File: src/hdl/rcpw_pkg.sv
// shared types and constants for the rc pwm pulse width capture block
package rcpw_pkg;

	// configuration port geometry
	localparam int CFG_INDEX_W = 3;
	localparam int CFG_DATA_W  = 16;

	// register indexes on the configuration port
	typedef enum logic [CFG_INDEX_W-1:0] {
		REG_MIN_WIDTH    = 3'd0,
		REG_MAX_WIDTH    = 3'd1,
		REG_ROLL_OFFSET  = 3'd2,
		REG_PITCH_OFFSET = 3'd3,
		REG_YAW_OFFSET   = 3'd4
	} reg_index_t;

	// live configuration handed to the capture datapath
	typedef struct packed {
		logic [14:0]        min_width_us;
		logic [14:0]        max_width_us;
		logic signed [15:0] roll_offset;
		logic signed [15:0] pitch_offset;
		logic signed [15:0] yaw_offset;
	} cfg_t;

	// reset values of the configuration registers
	localparam logic [14:0]        MIN_WIDTH_RST    = 15'd800;
	localparam logic [14:0]        MAX_WIDTH_RST    = 15'd2200;
	localparam logic signed [15:0] OFFSET_RST       = 16'sd1500;

	// stick centre added after trimming
	localparam logic [15:0] CENTRE_VALUE = 16'd1500;

	// channels that get centred with a trim
	localparam logic [2:0] ROLL_CHANNEL  = 3'd0;
	localparam logic [2:0] PITCH_CHANNEL = 3'd1;
	localparam logic [2:0] YAW_CHANNEL   = 3'd3;

endpackage

File: src/hdl/rcpw_if.sv
// valid/ready channel interfaces for edge events and capture results

// edge event word
interface rcpw_in_if;
	logic        valid;
	logic        ready;
	logic [2:0]  channel;
	logic        level_high;
	logic [31:0] time_us;

	modport source (output valid, channel, level_high, time_us, input ready);
	modport sink   (input valid, channel, level_high, time_us, output ready);
endinterface

// capture result word
interface rcpw_out_if;
	logic               valid;
	logic               ready;
	logic [2:0]         out_channel;
	logic               width_in_window;
	logic [31:0]        pulse_width_us;
	logic signed [15:0] channel_value;
	logic signed [15:0] previous_value;

	modport source (output valid, out_channel, width_in_window, pulse_width_us,
		channel_value, previous_value, input ready);
	modport sink   (input valid, out_channel, width_in_window, pulse_width_us,
		channel_value, previous_value, output ready);
endinterface

File: src/hdl/rc_pwm_pulse_width_capture.sv
// RC receiver PWM pulse width capture, top level.
// Takes one edge event word per clock and gives a result word for an accepted falling
// edge, via the input register and then the result register; rising edges, channels past
// NUM_CHANNELS and falls timed before their rise update state as needed and give nothing.
// Throughput is one word per cycle, set by the single pass through the per-channel
// rise-time and held-value registers; a full result register that is not taken holds back
// only words that would produce a result. Timestamps use their low TIME_BITS bits.
// Configuration writes are meant for idle periods only.
module rc_pwm_pulse_width_capture #(
	parameter int NUM_CHANNELS = 6,
	parameter int TIME_BITS    = 32
) (
	input  logic                              clk,
	input  logic                              arst_n,
	rcpw_in_if.sink                           in_ch,
	rcpw_out_if.source                        out_ch,
	input  logic                              cfg_wr_en,
	input  logic [rcpw_pkg::CFG_INDEX_W-1:0]  cfg_index,
	input  logic [rcpw_pkg::CFG_DATA_W-1:0]   cfg_data
);

	rcpw_pkg::cfg_t cfg;

	// configuration registers
	rcpw_cfg u_cfg (
		.clk       (clk),
		.arst_n    (arst_n),
		.cfg_wr_en (cfg_wr_en),
		.cfg_index (cfg_index),
		.cfg_data  (cfg_data),
		.cfg       (cfg)
	);

	// capture datapath
	rcpw_capture #(
		.NUM_CHANNELS (NUM_CHANNELS),
		.TIME_BITS    (TIME_BITS)
	) u_capture (
		.clk    (clk),
		.arst_n (arst_n),
		.cfg    (cfg),
		.in_ch  (in_ch),
		.out_ch (out_ch)
	);

endmodule

File: src/hdl/rcpw_cfg.sv
// configuration register file for the capture window and trims
module rcpw_cfg (
	input  logic                              clk,
	input  logic                              arst_n,
	input  logic                              cfg_wr_en,
	input  logic [rcpw_pkg::CFG_INDEX_W-1:0]  cfg_index,
	input  logic [rcpw_pkg::CFG_DATA_W-1:0]   cfg_data,
	output rcpw_pkg::cfg_t                    cfg
);

	rcpw_pkg::cfg_t cfg_q;

	// register writes, unknown indexes ignored
	always_ff @(posedge clk or negedge arst_n) begin
		if (!arst_n) begin
			cfg_q.min_width_us <= rcpw_pkg::MIN_WIDTH_RST;
			cfg_q.max_width_us <= rcpw_pkg::MAX_WIDTH_RST;
			cfg_q.roll_offset  <= rcpw_pkg::OFFSET_RST;
			cfg_q.pitch_offset <= rcpw_pkg::OFFSET_RST;
			cfg_q.yaw_offset   <= rcpw_pkg::OFFSET_RST;
		end else if (cfg_wr_en) begin
			case (cfg_index)
				rcpw_pkg::REG_MIN_WIDTH:    cfg_q.min_width_us <= cfg_data[14:0];
				rcpw_pkg::REG_MAX_WIDTH:    cfg_q.max_width_us <= cfg_data[14:0];
				rcpw_pkg::REG_ROLL_OFFSET:  cfg_q.roll_offset  <= cfg_data;
				rcpw_pkg::REG_PITCH_OFFSET: cfg_q.pitch_offset <= cfg_data;
				rcpw_pkg::REG_YAW_OFFSET:   cfg_q.yaw_offset   <= cfg_data;
				default: ;
			endcase
		end
	end

	assign cfg = cfg_q;

endmodule

File: src/hdl/rcpw_capture.sv
// input register, per-channel rise/held state, width check and result register
module rcpw_capture #(
	parameter int NUM_CHANNELS = 6,
	parameter int TIME_BITS    = 32
) (
	input  logic           clk,
	input  logic           arst_n,
	input  rcpw_pkg::cfg_t cfg,
	rcpw_in_if.sink        in_ch,
	rcpw_out_if.source     out_ch
);

	localparam int          CH_IDX_W = (NUM_CHANNELS > 1) ? $clog2(NUM_CHANNELS) : 1;
	localparam logic [3:0]  CH_LIMIT = 4'(NUM_CHANNELS);

	// input stage
	logic                 valid_s1;
	logic [2:0]           channel_s1;
	logic                 level_s1;
	logic [TIME_BITS-1:0] time_s1;

	// per-channel state
	logic [TIME_BITS-1:0] rise_q [NUM_CHANNELS];
	logic [15:0]          held_q [NUM_CHANNELS];

	// result register
	logic                 out_valid_q;
	logic [2:0]           out_channel_q;
	logic                 out_win_q;
	logic [31:0]          out_width_q;
	logic [15:0]          out_value_q;
	logic [15:0]          out_prev_q;

	logic                 ch_ok;
	logic [CH_IDX_W-1:0]  idx;
	logic [TIME_BITS-1:0] rise_t;
	logic [TIME_BITS-1:0] width;
	logic                 fall_ok;
	logic                 in_win;
	logic                 centred;
	logic [15:0]          trim;
	logic [15:0]          prev_val;
	logic [15:0]          next_val;
	logic                 produce;
	logic                 out_free;
	logic                 advance;
	logic                 in_take;

	// look up the channel and measure the pulse
	always_comb begin
		ch_ok   = ({1'b0, channel_s1} < CH_LIMIT);
		idx     = channel_s1[CH_IDX_W-1:0];
		rise_t  = rise_q[idx];
		prev_val = held_q[idx];
		fall_ok = (time_s1 >= rise_t);
		width   = time_s1 - rise_t;
		in_win  = (width > TIME_BITS'(cfg.min_width_us)) &&
			(width < TIME_BITS'(cfg.max_width_us));
	end

	// trim selection for the centred sticks
	always_comb begin
		centred = 1'b1;
		case (channel_s1)
			rcpw_pkg::ROLL_CHANNEL:  trim = cfg.roll_offset;
			rcpw_pkg::PITCH_CHANNEL: trim = cfg.pitch_offset;
			rcpw_pkg::YAW_CHANNEL:   trim = cfg.yaw_offset;
			default: begin
				trim    = '0;
				centred = 1'b0;
			end
		endcase
	end

	// new held value, 16-bit wrapping
	always_comb begin
		next_val = prev_val;
		if (centred) begin
			if (in_win) begin
				next_val = width[15:0] - trim + rcpw_pkg::CENTRE_VALUE;
			end else begin
				next_val = rcpw_pkg::CENTRE_VALUE;
			end
		end else if (in_win) begin
			next_val = width[15:0];
		end
	end

	// flow control: only result-bearing words wait for the output
	assign produce  = valid_s1 && ch_ok && !level_s1 && fall_ok;
	assign out_free = !out_valid_q || out_ch.ready;
	assign advance  = valid_s1 && (!produce || out_free);
	assign in_ch.ready = !valid_s1 || advance;
	assign in_take  = in_ch.valid && in_ch.ready;

	// input register
	always_ff @(posedge clk or negedge arst_n) begin
		if (!arst_n) begin
			valid_s1 <= 1'b0;
		end else if (in_take) begin
			valid_s1 <= 1'b1;
		end else if (advance) begin
			valid_s1 <= 1'b0;
		end
	end

	always_ff @(posedge clk) begin
		if (in_take) begin
			channel_s1 <= in_ch.channel;
			level_s1   <= in_ch.level_high;
			time_s1    <= in_ch.time_us[TIME_BITS-1:0];
		end
	end

	// channel state update
	always_ff @(posedge clk or negedge arst_n) begin
		if (!arst_n) begin
			for (int i = 0; i < NUM_CHANNELS; i++) begin
				rise_q[i] <= '0;
				held_q[i] <= '0;
			end
		end else if (advance && ch_ok) begin
			if (level_s1) begin
				rise_q[idx] <= time_s1;
			end else if (produce) begin
				held_q[idx] <= next_val;
			end
		end
	end

	// result register
	always_ff @(posedge clk or negedge arst_n) begin
		if (!arst_n) begin
			out_valid_q <= 1'b0;
		end else if (out_free) begin
			out_valid_q <= produce && advance;
		end
	end

	always_ff @(posedge clk) begin
		if (produce && advance) begin
			out_channel_q <= channel_s1;
			out_win_q     <= in_win;
			out_width_q   <= 32'(width);
			out_value_q   <= next_val;
			out_prev_q    <= prev_val;
		end
	end

	assign out_ch.valid           = out_valid_q;
	assign out_ch.out_channel     = out_channel_q;
	assign out_ch.width_in_window = out_win_q;
	assign out_ch.pulse_width_us  = out_width_q;
	assign out_ch.channel_value   = out_value_q;
	assign out_ch.previous_value  = out_prev_q;

endmodule
File: src/flat_wrapper.sv
// flat-port wrapper written by rule: the top's interface ports become plain ports
module rc_pwm_pulse_width_capture_flat 
#(
	parameter int NUM_CHANNELS = 6,
	parameter int TIME_BITS    = 32
)
  (clk, arst_n, cfg_wr_en, cfg_index, cfg_data, in_ch_valid, in_ch_channel, in_ch_level_high, in_ch_time_us, in_ch_ready, out_ch_valid, out_ch_out_channel, out_ch_width_in_window, out_ch_pulse_width_us, out_ch_channel_value, out_ch_previous_value, out_ch_ready);
  rcpw_in_if in_ch_i ();
  rcpw_out_if out_ch_i ();
  input  logic clk;
  input  logic arst_n;
  input  logic cfg_wr_en;
  input  logic [rcpw_pkg::CFG_INDEX_W-1:0] cfg_index;
  input  logic [rcpw_pkg::CFG_DATA_W-1:0] cfg_data;
  input wire logic [$bits(in_ch_i.valid)-1:0] in_ch_valid;
  input wire logic [$bits(in_ch_i.channel)-1:0] in_ch_channel;
  input wire logic [$bits(in_ch_i.level_high)-1:0] in_ch_level_high;
  input wire logic [$bits(in_ch_i.time_us)-1:0] in_ch_time_us;
  output wire logic [$bits(in_ch_i.ready)-1:0] in_ch_ready;
  output wire logic [$bits(out_ch_i.valid)-1:0] out_ch_valid;
  output wire logic [$bits(out_ch_i.out_channel)-1:0] out_ch_out_channel;
  output wire logic [$bits(out_ch_i.width_in_window)-1:0] out_ch_width_in_window;
  output wire logic [$bits(out_ch_i.pulse_width_us)-1:0] out_ch_pulse_width_us;
  output wire logic [$bits(out_ch_i.channel_value)-1:0] out_ch_channel_value;
  output wire logic [$bits(out_ch_i.previous_value)-1:0] out_ch_previous_value;
  input wire logic [$bits(out_ch_i.ready)-1:0] out_ch_ready;
  assign in_ch_i.valid = in_ch_valid;
  assign in_ch_i.channel = in_ch_channel;
  assign in_ch_i.level_high = in_ch_level_high;
  assign in_ch_i.time_us = in_ch_time_us;
  assign in_ch_ready = in_ch_i.ready;
  assign out_ch_valid = out_ch_i.valid;
  assign out_ch_out_channel = out_ch_i.out_channel;
  assign out_ch_width_in_window = out_ch_i.width_in_window;
  assign out_ch_pulse_width_us = out_ch_i.pulse_width_us;
  assign out_ch_channel_value = out_ch_i.channel_value;
  assign out_ch_previous_value = out_ch_i.previous_value;
  assign out_ch_i.ready = out_ch_ready;
  rc_pwm_pulse_width_capture #(.NUM_CHANNELS(NUM_CHANNELS), .TIME_BITS(TIME_BITS)) u_core (.clk(clk), .arst_n(arst_n), .in_ch(in_ch_i), .out_ch(out_ch_i), .cfg_wr_en(cfg_wr_en), .cfg_index(cfg_index), .cfg_data(cfg_data));
endmodule
File: config.mk
export PLATFORM = sky130hd
export DESIGN_NAME = rc_pwm_pulse_width_capture_flat
export DESIGN_NICKNAME = d
export VERILOG_FILES = /design/src/hdl/rcpw_pkg.sv /design/src/hdl/rcpw_if.sv /design/src/hdl/rc_pwm_pulse_width_capture.sv /design/src/hdl/rcpw_cfg.sv /design/src/hdl/rcpw_capture.sv /design/src/flat_wrapper.sv
export SDC_FILE = /design/constraint.sdc
export NUM_CORES = 1
export LEC_CHECK = 0
export BUFFER_PORTS_ARGS = -buffer_cell sky130_fd_sc_hd__buf_4
export CORE_MARGIN = 8
export CORE_UTILIZATION = 30
export DETAILED_ROUTE_END_ITERATION = 6
export GPL_ROUTABILITY_DRIVEN = 0
export GPL_TIMING_DRIVEN = 0
export SETUP_SLACK_MARGIN = 0.5
export SLEW_MARGIN = 40
export SYNTH_ARGS = -nofsm -noshare
export SYNTH_HDL_FRONTEND = slang
export SYNTH_SLANG_ARGS = --single-unit
File: constraint.sdc
create_clock -name clk -period 7.6 [get_ports clk]
set_clock_uncertainty 0.15 [all_clocks]
set_input_delay 0.76 -clock clk [delete_from_list [all_inputs] [get_ports clk]]
set_output_delay 0.76 -clock clk [all_outputs]
set_load 0.005 [all_outputs]
### Word level (Yosys, flattened, before mapping)

Index checks and enable logic that the tools add are counted.

| storage, ports and cells | value |
|---|---|
| flip-flop bits (word level) | 472 |
| output and inout bits | 70 |

| operators by class | value |
|---|---|
| add/subtract/negate cells | 3 |
| order comparisons | 6 |
| eq/ne operators | 6 |
| muxes and demuxes | 19 |
| bitwise gates (word level) | 2 |
| reductions and logical operators | 27 |

Operator list:

| operator | number |
|---|---|
| $bwmux 192 | 1 |
| $bmux 32 s3 | 1 |
| $bwmux 96 | 1 |
| $demux 32 s3 | 1 |
| $mux 16 | 6 |
| $mux 32 | 3 |
| $bmux 16 s3 | 1 |
| $demux 16 s3 | 1 |
| $pmux 16 s3 | 1 |
| $ge 32x32->1 | 1 |
| $gt 32x15->1 | 1 |
| $lt 32x15->1 | 1 |
| $sub 32x32->32 | 1 |
| $add 16x11->16 const B | 1 |
| $sub 16x16->16 | 1 |
| $reduce_and 2->1 | 6 |
| $eq 3x2->1 const B | 3 |
| $logic_and 1x1->1 | 9 |
| $eq 3x1->1 const B | 2 |
| $logic_not 3->1 | 2 |
| $ge 4x4->1 const B | 1 |
| $logic_not 1->1 | 4 |
| $lt 4x1->1 const B | 1 |
| $not 3->4 | 1 |
| other kinds (8) | 12 |

### Logic depth before layout (Yosys ltp)

| depth | value |
|---|---|
| depth in word-level cells | 12 |
| gate-level depth with buffers | 30 |
| depth with buffers taken out | 24 |

### Modules after synthesis

A second synthesis with hierarchy kept.

| second synthesis, totals | value |
|---|---|
| cell total of the unflattened synthesis | 1,926 |
| area total of the unflattened synthesis | 23,711.5 um^2 |

By module, submodules not included:

| module | instances | cells each | area each (um^2) | sequential area each (um^2) |
|---|---|---|---|---|
| rcpw_capture | 1 | 1,757 | 20,669.8 | 10,380.0 |
| rcpw_cfg | 1 | 169 | 3,041.7 | 1,986.9 |

### Worst setup path after synthesis

OpenSTA, ideal clock, no wires.

| timing | value |
|---|---|
| path type | reg-to-reg |
| from | register u_core.u_capture.channel_s1[0] |
| to | register u_core.u_capture.held_q[52] in the netlist's numbering |
| arrival | 7.095 ns |
| required time | 7.325 ns |
| slack | 0.230 ns |
| cell stages (with the launch flop) | 28 |
| path buffers | 7 |
| period minus slack after synthesis | 7.370 ns |
| path through | edfxtp_1 buf_2 buf_2 buf_2 buf_2 clkbuf_1 buf_1 mux2i_1 o21ai_0 ha_1 fa_1 nand2b_1 a21oi_2 o21ai_0 o21ai_0 xor2_1 ha_1 a2111o_1 a211o_1 o21ai_0 o311ai_1 a2111o_1 nor4_2 nand4_1 nor4_4 buf_6 mux2_1 mux2_2 |

RTL lines:

| what | line | text |
|---|---|---|
| from (decl) | rcpw_capture.sv:18 | `logic [2:0] channel_s1;` |
| from (signal assigned) | rcpw_capture.sv:109 | `channel_s1 <= in_ch.channel;` |
| $not 3->4 (implied by the code) * | rcpw_capture.sv:53 | `rise_t = rise_q[idx];` |
| $bmux 32 s3 * | rcpw_capture.sv:53 |  |
| $mux 32 (implied by the code) * (2 in a row) | rcpw_capture.sv:53 |  |
| $sub 32x32->32 * | rcpw_capture.sv:56 | `width = time_s1 - rise_t;` |
| net u_core.u_capture.width[10] | rcpw_capture.sv:37 | `logic [TIME_BITS-1:0] width;` |
| $gt 32x15->1 or $lt 32x15->1 (tied branches) | rcpw_capture.sv:57, rcpw_capture.sv:58 |  |
| $logic_and 1x1->1 * | rcpw_capture.sv:57 | `in_win = (width > TIME_BITS'(cfg.min_width_us)) &&` |
| $mux 16 (on tied branches) | rcpw_capture.sv:84, rcpw_capture.sv:79 |  |
| $mux 16 * | rcpw_capture.sv:78 | `if (centred) begin` |
| $bwmux 96 * | rcpw_capture.sv:126 | `held_q[idx] <= next_val;` |
| to (signal, indexed assignment) | rcpw_capture.sv:126 |  |
| to (decl) | rcpw_capture.sv:24 | `logic [15:0] held_q [NUM_CHANNELS];` |

Mark *: on every way through the listed nets, which the timed path passes. The rest lies on a longest branch. The select of a mux whose other input is x is not followed.
A chain may end at the register's enable or synchronous reset.

### Worst setup path after layout

| timing | value |
|---|---|
| from | register u_core.u_capture.channel_s1[1] |
| to | register u_core.u_capture.out_value_q[9], in the netlist u_core.u_capture.out_ch.channel_value[9] (data pin) |

| between the ends | value |
|---|---|
| longest elaborated chain between the ends | 9 |

Ends and longest elaborated chain:

| what | line | text |
|---|---|---|
| $not 3->4 (implied by the code) * | rcpw_capture.sv:53 |  |
| $bmux 32 s3 * | rcpw_capture.sv:53 |  |
| $mux 32 (implied by the code) * (2 in a row) | rcpw_capture.sv:53 |  |
| $sub 32x32->32 * | rcpw_capture.sv:56 |  |
| net u_core.u_capture.width[10] | rcpw_capture.sv:37 |  |
| $gt 32x15->1 or $lt 32x15->1 (tied branches) | rcpw_capture.sv:57, rcpw_capture.sv:58 |  |
| $logic_and 1x1->1 * | rcpw_capture.sv:57 |  |
| $mux 16 (on tied branches) | rcpw_capture.sv:84, rcpw_capture.sv:79 |  |
| $mux 16 * | rcpw_capture.sv:78 |  |
| net u_core.u_capture.next_val[9] | rcpw_capture.sv:43 | `logic [15:0] next_val;` |
| to (signal assigned) | rcpw_capture.sv:145 | `out_value_q <= next_val;` |
| to (decl) | rcpw_capture.sv:31 | `logic [15:0] out_value_q;` |

Marked as above.

==> run_results.csv <==
group,metric,value,unit
status,status,"finished clean",
timing,whs,0.184,ns
timing,finalSetupViolations,0,
cts,ctsLongestPathBuffers,3,
drt,dr.pass1.iters,5,
hold_path,min_path_type,"input pin to register",
critical_path,cp-start-kind,"register",
hold_path,hold_depth,1,
drt,avgRoutedWirePerCell,21.3,um
timing,fin_crit_sh,90.8,%
placement,portBuffers,129,
power_and_ir_drop,total_power,8.81,mW
cts,htreeDepth,2,
critical_path,crit_top_cell,"buf_4",
synth,yosys_warnings,0,
cts,clkSlewWorstSetupHoldPaths,0.06,ns
critical_path,cp_max_fo,10,
drt,viasPerCell,5.13,
drt,vias,16822,
global_route,grt-ovfl-total,0,
timing,worst_pin_slew,0.855,ns
job,drv_cap,0,
layout,n_fill_cell,7623,
layout,drive_above_1_share,34.6,%
power_and_ir_drop,p_int,5.91,mW
critical_path,required,7.79,ns
cts,cts_tree,"yes",
synth,syn-num-nets,2107,
die,die_w,298,um
critical_path,reg2regPathDepth,26,
synth,synth_edf_count,104,
die,num_rows,103,
global_route,grt_pass1_vias,17502,
placement,hpwl,51.1,mm
cts,clkSinkCount,472,
die,die_h,298,um
layout,layout.nets,2335,
timing,tns,0,ns
drt,drt_iter0_drc,1175,
synth,yosysSeqAreaShare,51.9,%
critical_path,worstSetupEndpointType,"register",
power_and_ir_drop,swShare,32.9,%
layout,area_growth_syn_to_layout,21.7,%
layout,layout_commonest_cell,"dfrtp_1",
placement,pre_cts_ws,-2.20,ns
critical_path,cpPeakStageDelay,0.50,ns
critical_path,cp.arrival,7.08,ns
cts,insertion_delay,0.60,ns
critical_path,r2r-start,"u_core.u_capture.channel_s1[1]$_DFFE_PP_",
critical_path,setup.worst_path.end,"u_core.u_capture.out_ch.channel_value[9]$_DFFE_PP_",
die,dieArea,88800,sq um
die,initial_core_util,30.2,%
timing,hold_viol,0,
timing,period_needed,6.90,ns
layout,final_cell_mix,"dfrtp_1 (340), mux2_2 (295), nand2_1 (168), buf_4 (165), edfxtp_1 (104)",
power_and_ir_drop,power_frac_clock,29.6,%
global_route,grt_antenna_before_repair,4,
drt,drc_errors,0,
global_route,grt_pass1_wl,108,mm
critical_path,crit_slowest_cell,"or4b_1",
synth,async_flop_share,78.0,%
power_and_ir_drop,powerDensity,303,nW/um^2
synth,syn_inst,1955,
critical_path,crit_type,"register to register",
critical_path,regToRegSetupSlack,0.70,ns
synth,syn_area,23800,sq um
die,io_pins,130,
timing,rsz0062_at_grt,"false",
die,coreArea,78900,sq um
synth,avgSynthCellArea,12.2,sq um
synth,synth-seq-cells,472,
timing,report.final.slew_viol_count,0,
power_and_ir_drop,p_seq_share,37.7,%
critical_path,r2r-end,"u_core.u_capture.out_ch.channel_value[9]$_DFFE_PP_",
power_and_ir_drop,power_frac_comb,32.7,%
power_and_ir_drop,peakVddDrop,230,uV
global_route,grt_usage,15.4,%
critical_path,worstSetupStartpoint,"u_core.u_capture.channel_s1[1]$_DFFE_PP_",
timing,setup_slack,0.703,ns
power_and_ir_drop,p_switching,2.90,mW
power_and_ir_drop,p_leak,12.1,nW
cts,cts_buffers,52,
synth,synth.distinct_cells,89,
drt,wl,70.0,mm
synth,synth_top_flop_cell,"dfrtp_1",
drt,postRouteAntennaNets,0,
timing,slew_headroom,42.4,%
global_route,grt_max_degree,77,
cts,root_buffer,"clkbuf_16",
timing,max_freq,145,MHz
[cell usage after synthesis, types with 5 or more instances]
library cell	instances	share of area (%)
xor2_1	14	0.51
edfxtp_1	104	13
o21ai_0	87	1.8
inv_1	75	1.2
mux4_2	48	4.5
ha_1	90	4.7
nand3_1	21	0.44
mux2_2	294	14
nor3_2	5	0.21
a211oi_1	10	0.31
and2_1	6	0.16
o21bai_1	6	0.19
o21ai_1	52	1.1
nor4_1	5	0.13
or2_2	8	0.21
a21oi_1	98	2.1
a2111oi_0	6	0.22
xnor2_1	19	0.70
o211ai_1	8	0.25
dfstp_2	28	3.1
mux2_1	5	0.24
a31oi_1	5	0.13
a21o_1	20	0.63
o21a_1	10	0.31
a22o_1	7	0.26
and4_1	5	0.18
nand2_1	169	2.7
mux2i_1	50	2.1
o31ai_1	10	0.31
and3_1	9	0.24
buf_2	14	0.29
clkbuf_1	75	1.2
buf_1	10	0.16
nand2b_1	14	0.37
nor3_1	15	0.31
or3_1	5	0.13
dfrtp_1	340	36
nor2_1	101	1.6
nor2b_1	10	0.26
a22oi_1	9	0.28
nand4_1	14	0.37
[critical path: cells and delay by family, from the launching register on]
family,cells,cell delay (ns)
xor gates and xnor gates,1,0.18
and+or+nand+nor,4,1.03
AOI/OAI and AO/OA,10,2.37
adders and majority gates,2,0.65
DFF,1,0.34
muxes,1,0.32
buffers and inverters,8,1.56
[metal layers]
| metal | up-vias | wire length [um] | track usage (%) |
|---|---|---|---|
| met2 | 518 | 33400 | 25.1 |
| li1 | 7590 | - | - |
| met5 | - | 0 | 0 |
| met1 | 8598 | 30500 | 20.6 |
| met4 | 0 | 1900 | 5.01 |
| met3 | 116 | 4180 | 2.84 |
[per-stage QoR]
stage | std cells | instance area, sq um | util, %
after global routing | 3279 | 29000 | 36.8
after global placement | 3134 | 26100 | 33.1
after floorplan | 1955 | 23900 | -
after detailed placement | 3143 | 26500 | 33.6
final | 3280 | 29000 | 36.8
after CTS | 3266 | 28800 | 36.5
[cell families (layout without fill, tap and decap cells)]
| group | Yosys count | after routing | synth area share (%) |
|---|---|---|---|
| fa+ha+maj | 92 | 92 | 4.89 |
| flops | 472 | 472 | 51.9 |
| buf+inv | 179 | 451 | 3.02 |
| xor+xnor | 34 | 34 | 1.28 |
| simple gates | 412 | 412 | 8.38 |
| mux | 399 | 399 | 20.9 |
| compound gates | 367 | 367 | 9.66 |
| other cells | 0 | 3 | 0 |
[state kept, by name, summed over array words and instances (netlist names)]
register	count
u_core.u_capture.out_ch.out_channel	3
u_core.u_capture.out_ch.valid	1
u_core.u_capture.time_s1	32
u_core.u_capture.valid_s1	1
u_core.u_capture.out_ch.channel_value	16
u_core.u_cfg.cfg	78
u_core.u_capture.held_q	96
u_core.u_capture.out_ch.pulse_width_us	32
u_core.u_capture.rise_q	192
u_core.u_capture.out_ch.previous_value	16
u_core.u_capture.out_ch.width_in_window	1
u_core.u_capture.channel_s1	3
u_core.u_capture.level_s1	1
[power by group through the flow]
| stage | registers (mW) | logic (mW) | clock network (mW) |
|---|---|---|---|
| after floorplan | 3.28 | 1.84 | 0 |
| after global placement | 3.33 | 2.55 | 0 |
| after detailed placement | 3.36 | 2.67 | 0 |
| after CTS | 3.32 | 2.82 | 2.67 |
| after global routing | 3.37 | 3.16 | 2.78 |
| final | 3.32 | 2.88 | 2.61 |
[how the worst min path moves through the flow]
stage / start / to / slack (ns)
3_3_place_gp: u_core.u_capture.channel_s1[1]$_DFFE_PP_ / u_core.u_capture.out_ch.out_channel[1]$_DFFE_PP_ / 0.28
6_report: in_ch_channel[0] / u_core.u_capture.channel_s1[0]$_DFFE_PP_ / 0.18
5_1_grt: in_ch_channel[0] / u_core.u_capture.channel_s1[0]$_DFFE_PP_ / 0.16
3_5_place_dp: u_core.u_capture.channel_s1[1]$_DFFE_PP_ / u_core.u_capture.out_ch.out_channel[1]$_DFFE_PP_ / 0.29
2_1_floorplan: u_core.u_capture.channel_s1[1]$_DFFE_PP_ / u_core.u_capture.out_ch.out_channel[1]$_DFFE_PP_ / 0.27
4_1_cts: in_ch_channel[0] / u_core.u_capture.channel_s1[0]$_DFFE_PP_ / 0.15
[layout make-up]
type | instances | area [sq um] | share of cell area, %
Clock buffer | 73 | 1490 | 5.14
Timing Repair Buffer | 174 | 1460 | 5.01
Multi-Input combinational cell | 1304 | 11100 | 38.3
Sequential cell | 472 | 12400 | 42.6
Antenna cell | 3 | 7.51 | 0.0259
Buffer | 104 | 699 | 2.41
Inverter | 75 | 282 | 0.970
Clock inverter | 25 | 294 | 1.01
Tap cell | 1050 | 1310 | 4.53
[timing repair]
action | 4_1_cts | 5_1_grt
setup endpoints to repair | 189 | 110
hold buffers | 1 | 0
endpoints found under the hold margin | 29 | 0
buffers inserted | 24 | 11
gates resized for setup | 89 | 30
pin swaps | 17 | 14
Power figures use the tool's default switching activity.
